## config.mk

```make
export PLATFORM = sky130hd
export DESIGN_NAME = sdc_stack
export DESIGN_NICKNAME = d
export VERILOG_FILES = /design/src/hdl/sdc_pkg.sv /design/src/hdl/sdc_cell.sv /design/src/hdl/sdc_stack.sv
export SDC_FILE = /design/constraint.sdc
export NUM_CORES = 1
export LEC_CHECK = 0
export BUFFER_PORTS_ARGS = -buffer_cell sky130_fd_sc_hd__buf_2
export CAP_MARGIN = 20
export CORE_MARGIN = 4
export CORE_UTILIZATION = 45
export CTS_CLUSTER_DIAMETER = 50
export DETAILED_ROUTE_END_ITERATION = 7
export GPL_ROUTABILITY_DRIVEN = 0
export HOLD_SLACK_MARGIN = 0.12
export SYNTH_ARGS = -nofsm -noshare
export SYNTH_HDL_FRONTEND = slang
export SYNTH_SLANG_ARGS = --single-unit
```

## constraint.sdc

```tcl
create_clock -name clk -period 7.45 [get_ports clk]
set_input_delay 2.235 -clock clk [delete_from_list [all_inputs] [get_ports clk]]
set_output_delay 2.235 -clock clk [all_outputs]
set_load 0.05 [all_outputs]
```

## src/hdl/sdc_pkg.sv

```systemverilog
// Shared constants, codes and types of the stack discipline classifier.
// Depends on nothing; sdc_cell, sdc_stack and the top level import it.
package sdc_pkg;

	localparam int MAX_CELLS = 64;
	localparam int MAX_READS = 256;
	localparam int IDX_W     = 6;
	localparam int CELL_AW   = $clog2(MAX_CELLS);
	localparam int READ_AW   = $clog2(MAX_READS);
	localparam int CCNT_W    = $clog2(MAX_CELLS + 1);
	localparam int RCNT_W    = $clog2(MAX_READS + 1);
	localparam int CMP_W     = 8;

	localparam logic [1:0] KIND_CELL = 2'd0;
	localparam logic [1:0] KIND_READ = 2'd1;
	localparam logic [1:0] KIND_RUN  = 2'd2;
	localparam logic [1:0] TYPE_LEAF = 2'd0;
	localparam logic [1:0] TYPE_ASM  = 2'd1;

	// Stack row commands; STK_IDLE also moves a hole one cell toward the bottom
	typedef enum logic [2:0] {
		STK_IDLE,
		STK_CLEAR,
		STK_PUSH,
		STK_POP,
		STK_REMOVE
	} stk_op_t;

	typedef struct packed {
		stk_op_t          op;
		logic [IDX_W-1:0] data;
	} stk_cmd_t;

	typedef struct packed {
		logic top_hit;
		logic busy;
		logic full;
	} stk_stat_t;

	typedef enum logic [4:0] {
		S_IDLE,
		S_P1_RD,
		S_P1_USE,
		S_P1_NOTE,
		S_A_RD,
		S_A_USE,
		S_A_NOTE,
		S_W_CELL,
		S_W_CUSE,
		S_W_RRD,
		S_W_RUSE,
		S_W_RCHK,
		S_W_RNEXT,
		S_W_ASM,
		S_W_ACHK,
		S_CLOSE,
		S_COMPACT,
		S_W_PUSH,
		S_OUT
	} sdc_state_t;

endpackage

```

## src/hdl/sdc_cell.sv

```systemverilog
// One cell of the live stack row: one entry and its valid bit.
// Depends on sdc_pkg.
module sdc_cell import sdc_pkg::*; (
	input  logic             clk,
	input  logic             arst_n,
	input  stk_cmd_t         cmd,
	input  logic             lft_v,
	input  logic [IDX_W-1:0] lft_d,
	input  logic             rgt_v,
	input  logic [IDX_W-1:0] rgt_d,
	output logic             v,
	output logic [IDX_W-1:0] d,
	output logic             hit
);

	logic             v_q, v_n;
	logic [IDX_W-1:0] d_q, d_n;

	assign v   = v_q;
	assign d   = d_q;
	assign hit = v_q && (d_q == cmd.data);

	// next entry: clear, shift toward top or bottom, drop on match, close holes
	always_comb begin
		v_n = v_q;
		d_n = d_q;
		unique case (cmd.op)
			STK_CLEAR: begin
				v_n = 1'b0;
			end
			STK_PUSH: begin
				v_n = lft_v;
				d_n = lft_d;
			end
			STK_POP: begin
				v_n = rgt_v;
				d_n = rgt_d;
			end
			STK_REMOVE: begin
				if (hit) v_n = 1'b0;
			end
			STK_IDLE: begin
				if (!v_q && rgt_v) begin
					v_n = 1'b1;
					d_n = rgt_d;
				end else if (v_q && !lft_v) begin
					v_n = 1'b0;
				end
			end
			default: begin
				v_n = v_q;
			end
		endcase
	end

	always_ff @(posedge clk or negedge arst_n) begin
		if (!arst_n) begin
			v_q <= 1'b0;
		end else begin
			v_q <= v_n;
		end
	end

	always_ff @(posedge clk) begin
		d_q <= d_n;
	end

endmodule

```

## src/hdl/sdc_stack.sv

```systemverilog
// Live stack as a row of cells, top at cell zero, plus its status flags.
// Depends on sdc_pkg and sdc_cell.
module sdc_stack import sdc_pkg::*; (
	input  logic      clk,
	input  logic      arst_n,
	input  stk_cmd_t  cmd,
	output stk_stat_t stat
);

	logic [MAX_CELLS-1:0] v_w;
	logic [IDX_W-1:0]     d_w [MAX_CELLS];
	logic [MAX_CELLS-1:0] hit_w;
	logic [MAX_CELLS-1:0] hole_w;

	// row of cells; cell zero sees the push word on its left
	for (genvar i = 0; i < MAX_CELLS; i++) begin : g_cell
		logic             lv, rv;
		logic [IDX_W-1:0] ld, rd;
		if (i == 0) begin : g_first
			assign lv = 1'b1;
			assign ld = cmd.data;
		end else begin : g_mid
			assign lv = v_w[i-1];
			assign ld = d_w[i-1];
		end
		if (i == MAX_CELLS - 1) begin : g_last
			assign rv        = 1'b0;
			assign rd        = '0;
			assign hole_w[i] = 1'b0;
		end else begin : g_inner
			assign rv        = v_w[i+1];
			assign rd        = d_w[i+1];
			assign hole_w[i] = !v_w[i] && v_w[i+1];
		end
		sdc_cell u_cell (
			.clk    (clk),
			.arst_n (arst_n),
			.cmd    (cmd),
			.lft_v  (lv),
			.lft_d  (ld),
			.rgt_v  (rv),
			.rgt_d  (rd),
			.v      (v_w[i]),
			.d      (d_w[i]),
			.hit    (hit_w[i])
		);
	end

	// status: top match, a hole still moving down, row full
	assign stat.top_hit = hit_w[0];
	assign stat.busy    = |hole_w;
	assign stat.full    = v_w[MAX_CELLS-1];

endmodule

```

==> impl.org <==
** Status
- Run status :: finished, final reports clean

** Layout
- Antenna fix cells :: 0
- Post-route non-filler standard cell count :: 2719
- Across the whole layout, storage elements account for 13100 µm².
- Most frequent cells in the layout :: 384 x sky130_fd_sc_hd__edfxtp_1, 381 x sky130_fd_sc_hd__mux2_2, 194 x sky130_fd_sc_hd__xnor2_1
- Fill cell instance count of the final layout :: 4924
- Number of nets in the layout :: 1941
- Summing all multi-input logic gate instances after layout gives 11400 µm².
- Most common cell after layout, fill and taps aside :: sky130_fd_sc_hd__edfxtp_1
- From synthesis to final layout, the design area changed by 8.50%.
- Cells with a size suffix above 1 make up 25.0% of the layout.
- The finished cells cover 27400 µm².
- Share of the core filled with cells :: 49.5%

** Worst setup path
- Setup slack on the worst reg-to-reg path comes out at 5640 ps.
- The worst setup path is launched from an input port.
- CP Data Required Time :: 5220 ps
- Depth of the worst register-to-register path :: 3
- The endpoint identified for the worst register-to-register timing path is g_cell[23].u_cell.d[5]$_DFFE_PP_.
- R2R Path Start :: g_cell[24].u_cell.v$_DFFE_PN0P_
- Data on the critical path arrives at its endpoint at 3700 ps.
- Type of the worst setup path :: input port to primary output
- CP Max Fanout :: 28
- Crit. End Element :: primary output

** Power
- For this design the static power due to leakage is 8.96 nW.
- The worst-case IR drop observed on VDD is 160 µV.
- Total power density per cell area :: 227 nW/µm²
- Total design power :: 6.22 mW

** Routing
- Mean number of vias per cell :: 5.74
- For this run, the detailed router's first-pass iteration total came to 5.
- The final route contains 15600 vias.
- For this run, design rule violations remaining after detail routing come to 0.
- The detail route stage leaves a number of antenna-violating nets equal to 0.
- Dividing the detail-routed wire length by the instance count gives 22.7 µm.
- The final layout contains routed wiring with a total length of 61.6 mm.
- Starting DRC count in detailed routing :: 1200

** STA
- Final number of max-transition violations :: 0
- Slew margin rel. :: 16.2%
- Setup Total Neg Slack :: 0 ps
- The final count of hold timing violations was 0.
- At the pin with the least slew margin, the transition time is 1260 ps.
- Based on the critical path, the design can be clocked at up to 169 MHz.
- Worst slack on hold paths :: 602 ps
- Unrepaired setup endpoints after global routing :: false
- Once routing completed, OpenROAD measured the worst setup slack at 1520 ps.
- Dividing the final minimum period by the clock period gives 79.7%.
- Across the routed clock network, the largest skew measured is 34.3 ps.
- Fin crit period :: 5930 ps
- Total setup violations reported at the end of the flow :: 0

** Clock tree
- CTS H-tree lvls :: 2
- TritonCTS Buffers :: 52
- TritonCTS built the clock tree.
- Insertion delay to the later sink of the worst-skew pair :: 610 ps
- Post-CTS Setup Bufs :: 0
- Count of clock tree sinks :: 448
- The clock passes through at most 3 buffers.
- Clk Tree Root Cell :: sky130_fd_sc_hd__clkbuf_16
- Clock-pin slew was measured on the worst setup and hold paths at 60 ps.
- Resized cells post-CTS :: 0
- For this design, the CTS-stage hold fixing added 0 buffers.

** Logic synthesis
- The netlist uses 46 different library cells.
- The Yosys step of the flow raised 0 warnings.
- Share of flip-flops with an asynchronous set or reset after synthesis :: 14.3%
- Of the post-synthesis cell area, the dominant cell type holds 45.7%.
- Yosys mapped a number of flops with a built-in enable equal to 384.
- Most used flip-flop cell after synthesis :: sky130_fd_sc_hd__edfxtp_1
- Portion of the post-synthesis area used by sequential elements :: 52.0%
- Synthesized Nets :: 1998
- Mean post-synth cell area :: 12.7 µm²
- Post-Synthesis Cells :: 1987
- Synth Register Bits :: 448
- Top cell type by total area after synthesis :: sky130_fd_sc_hd__edfxtp_1
- Post-synthesis instance area :: 25200 µm²
- Leading post-synthesis cells by cell area :: sky130_fd_sc_hd__edfxtp_1 46%, sky130_fd_sc_hd__mux2_2 17%, sky130_fd_sc_hd__xnor2_1 6.7%, sky130_fd_sc_hd__xor2_1 6.6%, sky130_fd_sc_hd__dfrtp_1 6.3%

** Global route
- The first global-routing pass estimated 96.5 mm of wire.
- Met1 demand-to-capacity share in global routing :: 28.3%
- Entering global routing, the biggest net connects 204 pins.
- After global routing, the most crowded layer is met2.
- The number of antenna violations at the first check in global routing came to 0.
- The total overflow left after global routing is 0.
- Met2 global-route usage :: 33.3%
- The via count of the first global-routing pass was 16100.
- Global routing consumed, on the met3 layer, 3.41% of the routing resources.
- Aggregate global-route resource usage :: 20.3%

** Worst hold path
- For hold timing, the worst endpoint is g_cell[41].u_cell.v$_DFFE_PN0P_.
- The worst hold path begins at g_cell[41].u_cell.v$_DFFE_PN0P_.
- Along the worst hold path, the cell count comes to 2.
- The path class of the tightest hold or removal check is flop to flop.

** Placement
- Worst slack at placement :: 1510 ps
- Placed Instances :: 2624
- Placed cell area :: 25700 µm²
- The HPWL after detailed placement is 41.2 mm.
- Count of port buffers added during placement :: 13

** Flow run
- The tool flagged a number of max-cap violations equal to 0.

** Floorplan
- The floorplan step defined a die boundary enclosing 59900 µm².
- Core area :: 55300 µm²
- Measured along the y axis, the die boundary spans 245 µm.
- Boundary pin count :: 14
- Die width :: 245 µm
- Initial core utilization :: 45.6%
- FP Rows :: 86
## report_power, final
group | switching [mW] | total, mW | leakage [nW] | internal [mW]
clock | 1.03 | 2.47 | 0.794 | 1.45
sequential | 0.136 | 3.05 | 4.50 | 2.91
combinational | 0.379 | 0.695 | 3.66 | 0.316
## Yosys cell counts, drive strengths merged, types with 3 or more instances
library cell  number
nand2b            56
o21ai             61
o221ai             4
a211oi             3
nor4              63
a21boi            43
nor2              24
o21a               4
a22oi              8
a21oi             66
o22ai             55
o211ai            45
a2bb2oi            4
nand2             66
edfxtp           384
nor3               4
and2               8
dfrtp             64
nand4             75
xor2             190
mux2i              5
buf               83
a22o               3
mux2             381
nor2b              7
inv                8
clkbuf            62
xnor2            194
## worst max-delay path by stage
| stage | startpoint | to | slack [ps] | depth (start not counted) |
|---|---|---|---|---|
| floorplan | cmd[2] | stat[2] | 1940 | 5 |
| global route | cmd[4] | stat[2] | 1410 | 5 |
| CTS | cmd[3] | stat[2] | 1500 | 5 |
| detailed placement | cmd[3] | stat[2] | 1510 | 5 |
| global placement | cmd[4] | stat[2] | 1460 | 5 |
| finish | cmd[3] | stat[2] | 1520 | 5 |
## layout make-up
cell class	count	share of cell area [%]
sequential	448	48.0
multi-input combinational	1385	41.5
clock buffer	78	5.45
tap	748	3.42
timing repair buffer	34	0.969
clock inverter	17	0.557
inverter	9	0.123
## logic make-up after synthesis
| logic type | count (synthesis) | share of synthesized area [%] |
|---|---|---|
| xor+xnor | 384 | 13.3 |
| flops | 448 | 52.0 |
| mux | 386 | 17.2 |
| simple gates | 308 | 6.73 |
| compound gates | 307 | 7.73 |
| buf+inv | 154 | 2.97 |
## per-layer routing
metal,part of all wire (%),up-vias
met2,47,314
met4,2.2,0
met3,4.9,85
met5,0,-
li1,-,7301
met1,46,7906
## registers in the layout (all words and copies together), names as in the netlist
name             count
g_cell.u_cell.d    384
g_cell.u_cell.v     64
## worst max-delay path, cell delays in order
cell                      delay, ps
sky130_fd_sc_hd__buf_4          450
sky130_fd_sc_hd__xnor2_1        190
sky130_fd_sc_hd__nand4_1        100
sky130_fd_sc_hd__nor4_1         320
sky130_fd_sc_hd__buf_2          340
(Power assumes the default switching activity.)
