File: src/hdl/sdc_ram.sv
// Generic single-write, single-read RAM with registered read data.
// Depends on nothing.
module sdc_ram #(
	parameter int WIDTH = 8,
	parameter int DEPTH = 64
) (
	input  logic                     clk,
	input  logic                     we,
	input  logic [$clog2(DEPTH)-1:0] waddr,
	input  logic [WIDTH-1:0]         wdata,
	input  logic [$clog2(DEPTH)-1:0] raddr,
	output logic [WIDTH-1:0]         rdata
);

	logic [WIDTH-1:0] mem [DEPTH];

	always_ff @(posedge clk) begin
		if (we) begin
			mem[waddr] <= wdata;
		end
		rdata <= mem[raddr];
	end

endmodule

File: config.mk
export PLATFORM = sky130hd
export DESIGN_NAME = sdc_ram
export DESIGN_NICKNAME = d
export VERILOG_FILES = /design/src/hdl/sdc_ram.sv
export SDC_FILE = /design/constraint.sdc
export NUM_CORES = 1
export LEC_CHECK = 0
export ABC_AREA = 1
export CAP_MARGIN = 20
export CORE_UTILIZATION = 30
export DETAILED_ROUTE_END_ITERATION = 12
export DONT_BUFFER_PORTS = 1
export PLACE_DENSITY = 0.4
export SLEW_MARGIN = 15
export SYNTH_ARGS = -nofsm -noshare
export SYNTH_HDL_FRONTEND = slang
export SYNTH_SLANG_ARGS = --single-unit
File: constraint.sdc
create_clock -name clk -period 2.5 [get_ports clk]
set_clock_uncertainty 0.15 [all_clocks]
set_input_delay 0.125 -clock clk [delete_from_list [all_inputs] [get_ports clk]]
set_output_delay 0.125 -clock clk [all_outputs]
set_load 0.02 [all_outputs]
==> run summary, run 1 <==
SETUP PATH
-----------------------------------------------------------------------------------------------
Setup slack on the worst flop-to-flop path                                              0.11 ns
Nature of the critical path startpoint                                                     flop
Max Fanout on Critical Path                                                                   1
Critical Path RT                                                                        2.84 ns
Reg2Reg Launch Point                                                               mem[31][4]$_DFFE_PP_
Reg-to-Reg End                                                                     rdata[4]$_DFF_P_
Arr. time, crit path                                                                    2.74 ns
Worst setup path start                                                             mem[31][4]$_DFFE_PP_
Critical path capture point type                                                           flop
Reg2Reg Depth                                                                                10
WS Path Type                                                                       flop to flop

FLOORPLAN
-----------------------------------------------------------------------------------------------
Die area                                                                              72200 um2
Horizontal extent of the die                                                             269 um
Placeable Area                                                                        70100 um2
Die boundary height                                                                      269 um
Initial core utilization                                                                  0.304
Count of standard-cell rows                                                                  97
IO Count                                                                                     30

STA
-----------------------------------------------------------------------------------------------
Transition time at the pin with the least slew margin                                  0.924 ns
Unrepaired setup endpoints after global routing                                           false
Final clock period utilization by the worst path                                          0.957
Setup-failing EPs final                                                                       0
Worst rel slew slack                                                                      0.382
Final-report max-slew violation count                                                         0
Worst hold margin                                                                    -0.0489 ns
Min cycle time layout                                                                   2.39 ns
Final-report hold violation count                                                             2
Peak clock frequency supported by timing                                                418 MHz
Final TNS setup                                                                            0 ns

CTS
-----------------------------------------------------------------------------------------------
Root cell of the clock tree                                                        sky130_fd_sc_hd__clkbuf_16
Number of H-tree levels                                                                       2
Clk_lat worst skew                                                                      0.62 ns
CTS tree                                                                                   done
Clock input transition at the sequential cells of the worst setup and hold paths        0.06 ns
Sink Count                                                                                  520
Maximum buffer depth of the clock tree                                                        3
Number of buffers inserted by post-CTS setup repair                                           0
Clock buffers created by TritonCTS                                                           58

FINISH
-----------------------------------------------------------------------------------------------
Number of nets in the layout                                                               1932
Most common cell after layout, fill and taps aside                                 sky130_fd_sc_hd__nand2_1
Area growth, synth to finish                                                              18.5%
Layout cells sized above 1                                                                0.106
Most frequent cells in the layout                                                  645 x sky130_fd_sc_hd__nand2_1, 512 x sky130_fd_sc_hd__edfxtp_1, 432 x sky130_fd_sc_hd__nand3_1
Filler Cell Count                                                                          7050

SYNTHESIS
-----------------------------------------------------------------------------------------------
Average instance area after synthesis                                                  11.8 um2
Synthesized net count                                                                      1827
Flip-flop and latch count after synthesis                                                   520
Register area share after synthesis                                                       0.728
Synthesized netlist cell count                                                             1805
Summed instance area of the synthesized netlist                                       21300 um2
Synthesis Warnings                                                                            0
Number of unique standard cell types used by synthesis                                       16

ROUTE
-----------------------------------------------------------------------------------------------
Detail Route met3 WL                                                                    3310 um
DRC Markers                                                                                   0
Vias after detailed routing                                                               13960
Detailed Route WL                                                                      64400 um
Post-Route M1 WL                                                                       30900 um
Per-cell routed wire length                                                             22.2 um
Wire length on met2                                                                    29100 um
Average vias per placed instance                                                           4.82
Violation count after the first detailed-routing iteration                                 1138
Iteration count of the initial detailed-routing pass                                          5
Detail Route Antenna Nets                                                                     0
Max Used Layer                                                                             met4

GLOBAL ROUTING
-----------------------------------------------------------------------------------------------
Via count of the first global-routing pass                                                14131
Global-route wire length before repair                                                 96000 um
Overflow left after global routing                                                            0
Pin count of the biggest net entering global routing                                        258
Initial antenna violation count                                                               0
Total track usage                                                                         0.182

FLOW RUN
-----------------------------------------------------------------------------------------------
Max-cap violation count                                                                       0

HOLD PATH
-----------------------------------------------------------------------------------------------
Hold EP                                                                            rdata[6]$_DFF_P_
Worst hold path type                                                               input port to flop
Min-Delay Path Depth                                                                          6
Hold path startpoint                                                                   raddr[2]

POWER
-----------------------------------------------------------------------------------------------
Worst ir drop on vdd                                                                   0.444 mV
Leakage component of the power                                                          9.06 nW
Cell Pwr Density                                                                     779 nW/um2
Overall power after layout                                                              19.7 mW

PLACEMENT
-----------------------------------------------------------------------------------------------
Count of input and output buffers                                                             0
Routability cong.                                                                         0.809
DP HPWL                                                                                34800 um

OUTCOME
-----------------------------------------------------------------------------------------------
Outcome                                                                            finished, violations left
Violated checks                                                                     hold timing

synth_stat cells (all sizes together):
cell type  instances  area (um2)
buf               98         752
nor4               8        50.1
nand2            648        2430
edfxtp           512       15400
nor2              56         210
clkbuf            15        56.3
nand4              9        56.3
nand3            439        2200
dfxtp              8         160
inv               12        50.1
flip-flops by register name (all words and copies together) (netlist names):
register	cells
rdata	8
mem	512
kinds of logic after synthesis:
family	after synthesis	share of synthesized area
AND/OR/NAND/NOR	1160	0.232
flip-flops	520	0.728
buffers and inverters	125	0.0402
what timing repair did:
action / CTS / global route
setup endpoints to repair: 0 / 5
hold buffers: 58 / 2
hold endpoints to repair: 658 / 1
resized for setup: 0 / 11
how the worst max path moves through the flow:
stage	to	slack [ns]	depth (start not counted)
2_1_floorplan	mem[48][0]$_DFFE_PP_	0.46	3
5_1_grt	rdata[4]$_DFF_P_	0.005	10
3_3_place_gp	rdata[1]$_DFF_P_	0.32	11
4_1_cts	rdata[5]$_DFF_P_	0.02	9
6_report	rdata[4]$_DFF_P_	0.11	10
3_5_place_dp	rdata[1]$_DFF_P_	0.33	11
stage by stage:
step	instances	area (um2)	utilization	setup WS, ns
global route	2896	25300	0.360	0.00466
detailed placement	2733	22500	0.321	0.334
finish	2897	25300	0.360	0.107
floorplan	1805	21300	-	0.459
CTS	2897	25200	0.360	0.0233
global placement	2733	22500	0.321	0.323
report_power, final:
part           switching [mW]  leakage, nW  internal, mW  total [mW]
logic                   0.759         3.42         0.354        1.11
clock network            3.51        0.960          5.37        8.89
registers              0.0547         4.67          9.65        9.70
total                    4.33         9.06          15.4        19.7
area by class of cell:
class | instances | area [um2] | area share
Sequential cell | 520 | 15500 | 0.615
Multi-Input combinational cell | 1160 | 4990 | 0.197
Clock buffer | 79 | 1630 | 0.0646
Timing Repair Buffer | 158 | 1550 | 0.0612
Tap cell | 940 | 1180 | 0.0465
Clock inverter | 27 | 343 | 0.0136
Inverter | 12 | 55.1 | 0.00218
Antenna cell | 1 | 2.50 | 0.0000990
critical path: stages (launching register included):
cell and delay, ns:
sky130_fd_sc_hd__edfxtp_1 0.37, sky130_fd_sc_hd__nand2_1 0.08, sky130_fd_sc_hd__nand3_1 0.09, sky130_fd_sc_hd__nand3_1 0.10, sky130_fd_sc_hd__nand2_1 0.10, sky130_fd_sc_hd__nand2_1 0.07, sky130_fd_sc_hd__nand3_1 0.06, sky130_fd_sc_hd__dlygate4sd3_1 0.56
sky130_fd_sc_hd__nand3_1 0.08, sky130_fd_sc_hd__dlygate4sd3_1 0.55, sky130_fd_sc_hd__nand2_1 0.06
per-layer routing:
metal,vias to the layer above,GRT usage
met5,-,0
met4,0,0.0479
met3,70,0.0314
met2,303,0.285
met1,7020,0.260
li1,6567,-
(Power assumes the default switching activity.)
==> run 2: changes to the inputs <==
==> constraint.sdc (replaced) <==
create_clock -name clk -period 2.37 [get_ports clk]
set_clock_uncertainty 0.15 [all_clocks]
set_input_delay 0.1185 -clock clk [delete_from_list [all_inputs] [get_ports clk]]
set_output_delay 0.1185 -clock clk [all_outputs]
set_load 0.02 [all_outputs]
==> run 2 against run 1 <==
Against the previous run:
- die area unchanged
- critical endpoint is now mem[62][0]$_DFFE_PP_
- wire length up 0.46%
- worst hold slack better by 0.047 ns
- count of clock-buffer cells in the layout up 1
- register-to-register slack better by 0.17 ns
- the run still ends with hold timing left
- critical path type is now input port to flop
- final cell count down 0.93%
- non-clock buffer count down 27
- setup slack better by 0.13 ns
- cell area down 1.7%
==> run summary, run 2 (synthesis gave the netlist of run 1 again) <==
ROUTE
-----------------------------------------------------------------------------------------------
Per-cell routed wire length                                                             22.6 um
Violation count after the first detailed-routing iteration                                 1191
Average vias per placed instance                                                           4.85
Detail Route Antenna Nets                                                                     0
DRC Markers                                                                                   0
Iteration count of the initial detailed-routing pass                                          5
Detailed Route WL                                                                      64700 um
Vias after detailed routing                                                               13907

PLACEMENT
-----------------------------------------------------------------------------------------------
Placement Setup Slack                                                                  0.355 ns
Total placed cells including tap cells                                                     2720
DP HPWL                                                                                33500 um
Count of input and output buffers                                                             0
Routability cong.                                                                         0.748

FINISH
-----------------------------------------------------------------------------------------------
Area growth, synth to finish                                                              16.4%
Number of cells in the finished layout apart from fillers                                  2870
Most common cell after layout, fill and taps aside                                 sky130_fd_sc_hd__nand2_1
Top register by number of flip-flops                                                        mem
Flip-flop count of the largest register, all copies and words added                         512
Filler Cell Count                                                                          7027
Most frequent cells in the layout                                                  648 x sky130_fd_sc_hd__nand2_1, 512 x sky130_fd_sc_hd__edfxtp_1, 439 x sky130_fd_sc_hd__nand3_1
Number of nets in the layout                                                               1904
Layout cells sized above 1                                                               0.0923
Largest registers                                                                  mem: 512 flops, rdata: 8 flops

OUTCOME
-----------------------------------------------------------------------------------------------
Outcome                                                                            finished, violations left
Violated checks                                                                     hold timing

SETUP PATH
-----------------------------------------------------------------------------------------------
Arr. time, crit path                                                                    2.21 ns
Highest cell delay on the worst timing path                                             0.70 ns
Slowest CP cell                                                                    sky130_fd_sc_hd__nor2_1
Nature of the critical path startpoint                                               input port
WS Path Type                                                                       input port to flop
Cell chain of the critical path                                                    dlygate4sd3_1, nand3_1, dlygate4sd3_1, nor2_1
Critical path capture point type                                                           flop
Worst path bufs/invs                                                                          2
Critical Path RT                                                                        2.45 ns
Top cell family by delay on the critical path                                      buffers and inverters
Cell repeated most along the worst path                                            sky130_fd_sc_hd__dlygate4sd3_1
Max Fanout on Critical Path                                                                   8

STA
-----------------------------------------------------------------------------------------------
Final-report hold violation count                                                             1
Final clock period utilization by the worst path                                          0.901
Transition time at the pin with the least slew margin                                   1.17 ns
Worst Slack Setup Final                                                                0.234 ns
Final TNS setup                                                                            0 ns
Unrepaired setup endpoints after global routing                                           false
Setup-failing EPs final                                                                       0
Worst rel slew slack                                                                      0.222
Min cycle time layout                                                                   2.14 ns
Peak clock frequency supported by timing                                                468 MHz
Final-report max-slew violation count                                                         0
Worst hold margin                                                                   -0.00205 ns

FLOORPLAN
-----------------------------------------------------------------------------------------------
Count of standard-cell rows                                                                  97
Die boundary height                                                                      269 um
Initial core utilization                                                                  0.304
Die area                                                                              72200 um2
Horizontal extent of the die                                                             269 um
IO Count                                                                                     30
Placeable Area                                                                        70100 um2

POWER
-----------------------------------------------------------------------------------------------
Worst ir drop on vdd                                                                   0.435 mV
Cell Pwr Density                                                                     800 nW/um2
Overall power after layout                                                              19.9 mW
Leakage component of the power                                                          8.88 nW

CTS
-----------------------------------------------------------------------------------------------
Root cell of the clock tree                                                        sky130_fd_sc_hd__clkbuf_16
Clock buffers created by TritonCTS                                                           57
Clk_lat worst skew                                                                      0.62 ns
Clock input transition at the sequential cells of the worst setup and hold paths        0.06 ns
Sink Count                                                                                  520
CTS tree                                                                                   done
Number of H-tree levels                                                                       2
Maximum buffer depth of the clock tree                                                        3

GLOBAL ROUTING
-----------------------------------------------------------------------------------------------
Initial antenna violation count                                                               1
Total track usage                                                                         0.182
Via count of the first global-routing pass                                                13690
Pin count of the biggest net entering global routing                                        238
Overflow left after global routing                                                            0
Global-route wire length before repair                                                 95900 um

HOLD PATH
-----------------------------------------------------------------------------------------------
Worst hold path type                                                               input port to flop

FLOW RUN
-----------------------------------------------------------------------------------------------
Max-cap violation count                                                                       0

-- run 2: changes by cell type in the layout (fill, tap and decap cells not counted), moves of 4 or more --
cell / before / now
sky130_fd_sc_hd__dlygate4sd3_1: 48 / 31
sky130_fd_sc_hd__buf_4: 95 / 80
sky130_fd_sc_hd__nand3_1: 432 / 439
sky130_fd_sc_hd__nand3_2: 7 / 0
sky130_fd_sc_hd__bufinv_16: 8 / 2
sky130_fd_sc_hd__clkinv_1: 6 / 12
sky130_fd_sc_hd__buf_12: 6 / 10
sky130_fd_sc_hd__clkbuf_1: 14 / 18
-- run 2: worst min-delay path, stage by stage --
cell	delay [ns]
sky130_fd_sc_hd__inv_1	0.05
sky130_fd_sc_hd__nand3_1	0.27
sky130_fd_sc_hd__nor2_1	0.13
-- run 2: where the power goes --
group	switching, mW	total (mW)	internal (mW)
clock	3.62	8.47	4.85
sequential	0.0518	10.2	10.2
combinational	0.832	1.18	0.349
total	4.50	19.9	15.4
-- run 2: worst paths after layout --
check	slack, ns	startpoint	cells after the start	endpoint
min	-0.002	waddr[4]	3	mem[43][4]$_DFFE_PP_
max reg2reg	0.28	mem[15][1]$_DFFE_PP_	9	rdata[1]$_DFF_P_
max	0.23	waddr[3]	4	mem[62][0]$_DFFE_PP_
min reg2reg	0.69	mem[16][4]$_DFFE_PP_	8	rdata[4]$_DFF_P_
-- run 2: metrics by stage --
step / instance area (um2) / util
final: 24800 / 0.354
after global placement: 22500 / 0.320
after global routing: 24800 / 0.354
after CTS: 24800 / 0.354
after detailed placement: 22500 / 0.320
after floorplan: 21300 / -
-- run 2: repair_timing --
action / in CTS / in global routing
endpoints found under the setup margin: 0 / 1
hold endpoints to repair: 607 / 0
gates resized for setup: 0 / 1
hold buffers: 43 / 0
buffers inserted: 0 / 0
-- run 2: final cells by class --
class                           instances  area [um2]  area share
Clock buffer                           80        1590      0.0638
Sequential cell                       520       15500       0.625
Timing Repair Buffer                  131        1370      0.0552
Clock inverter                         26         171     0.00690
Inverter                               12        55.1     0.00222
Tap cell                              940        1180      0.0473
Antenna cell                            1        2.50    0.000101
Multi-Input combinational cell       1160        4950       0.199
-- run 2: metal layers --
| metal | wire, um | part of all wire | GRT usage |
|---|---|---|---|
| met3 | 3470 | 0.054 | 0.0320 |
| met4 | 976 | 0.015 | 0.0402 |
| met5 | 0 | 0 | 0 |
| met1 | 30700 | 0.47 | 0.261 |
| met2 | 29600 | 0.46 | 0.286 |
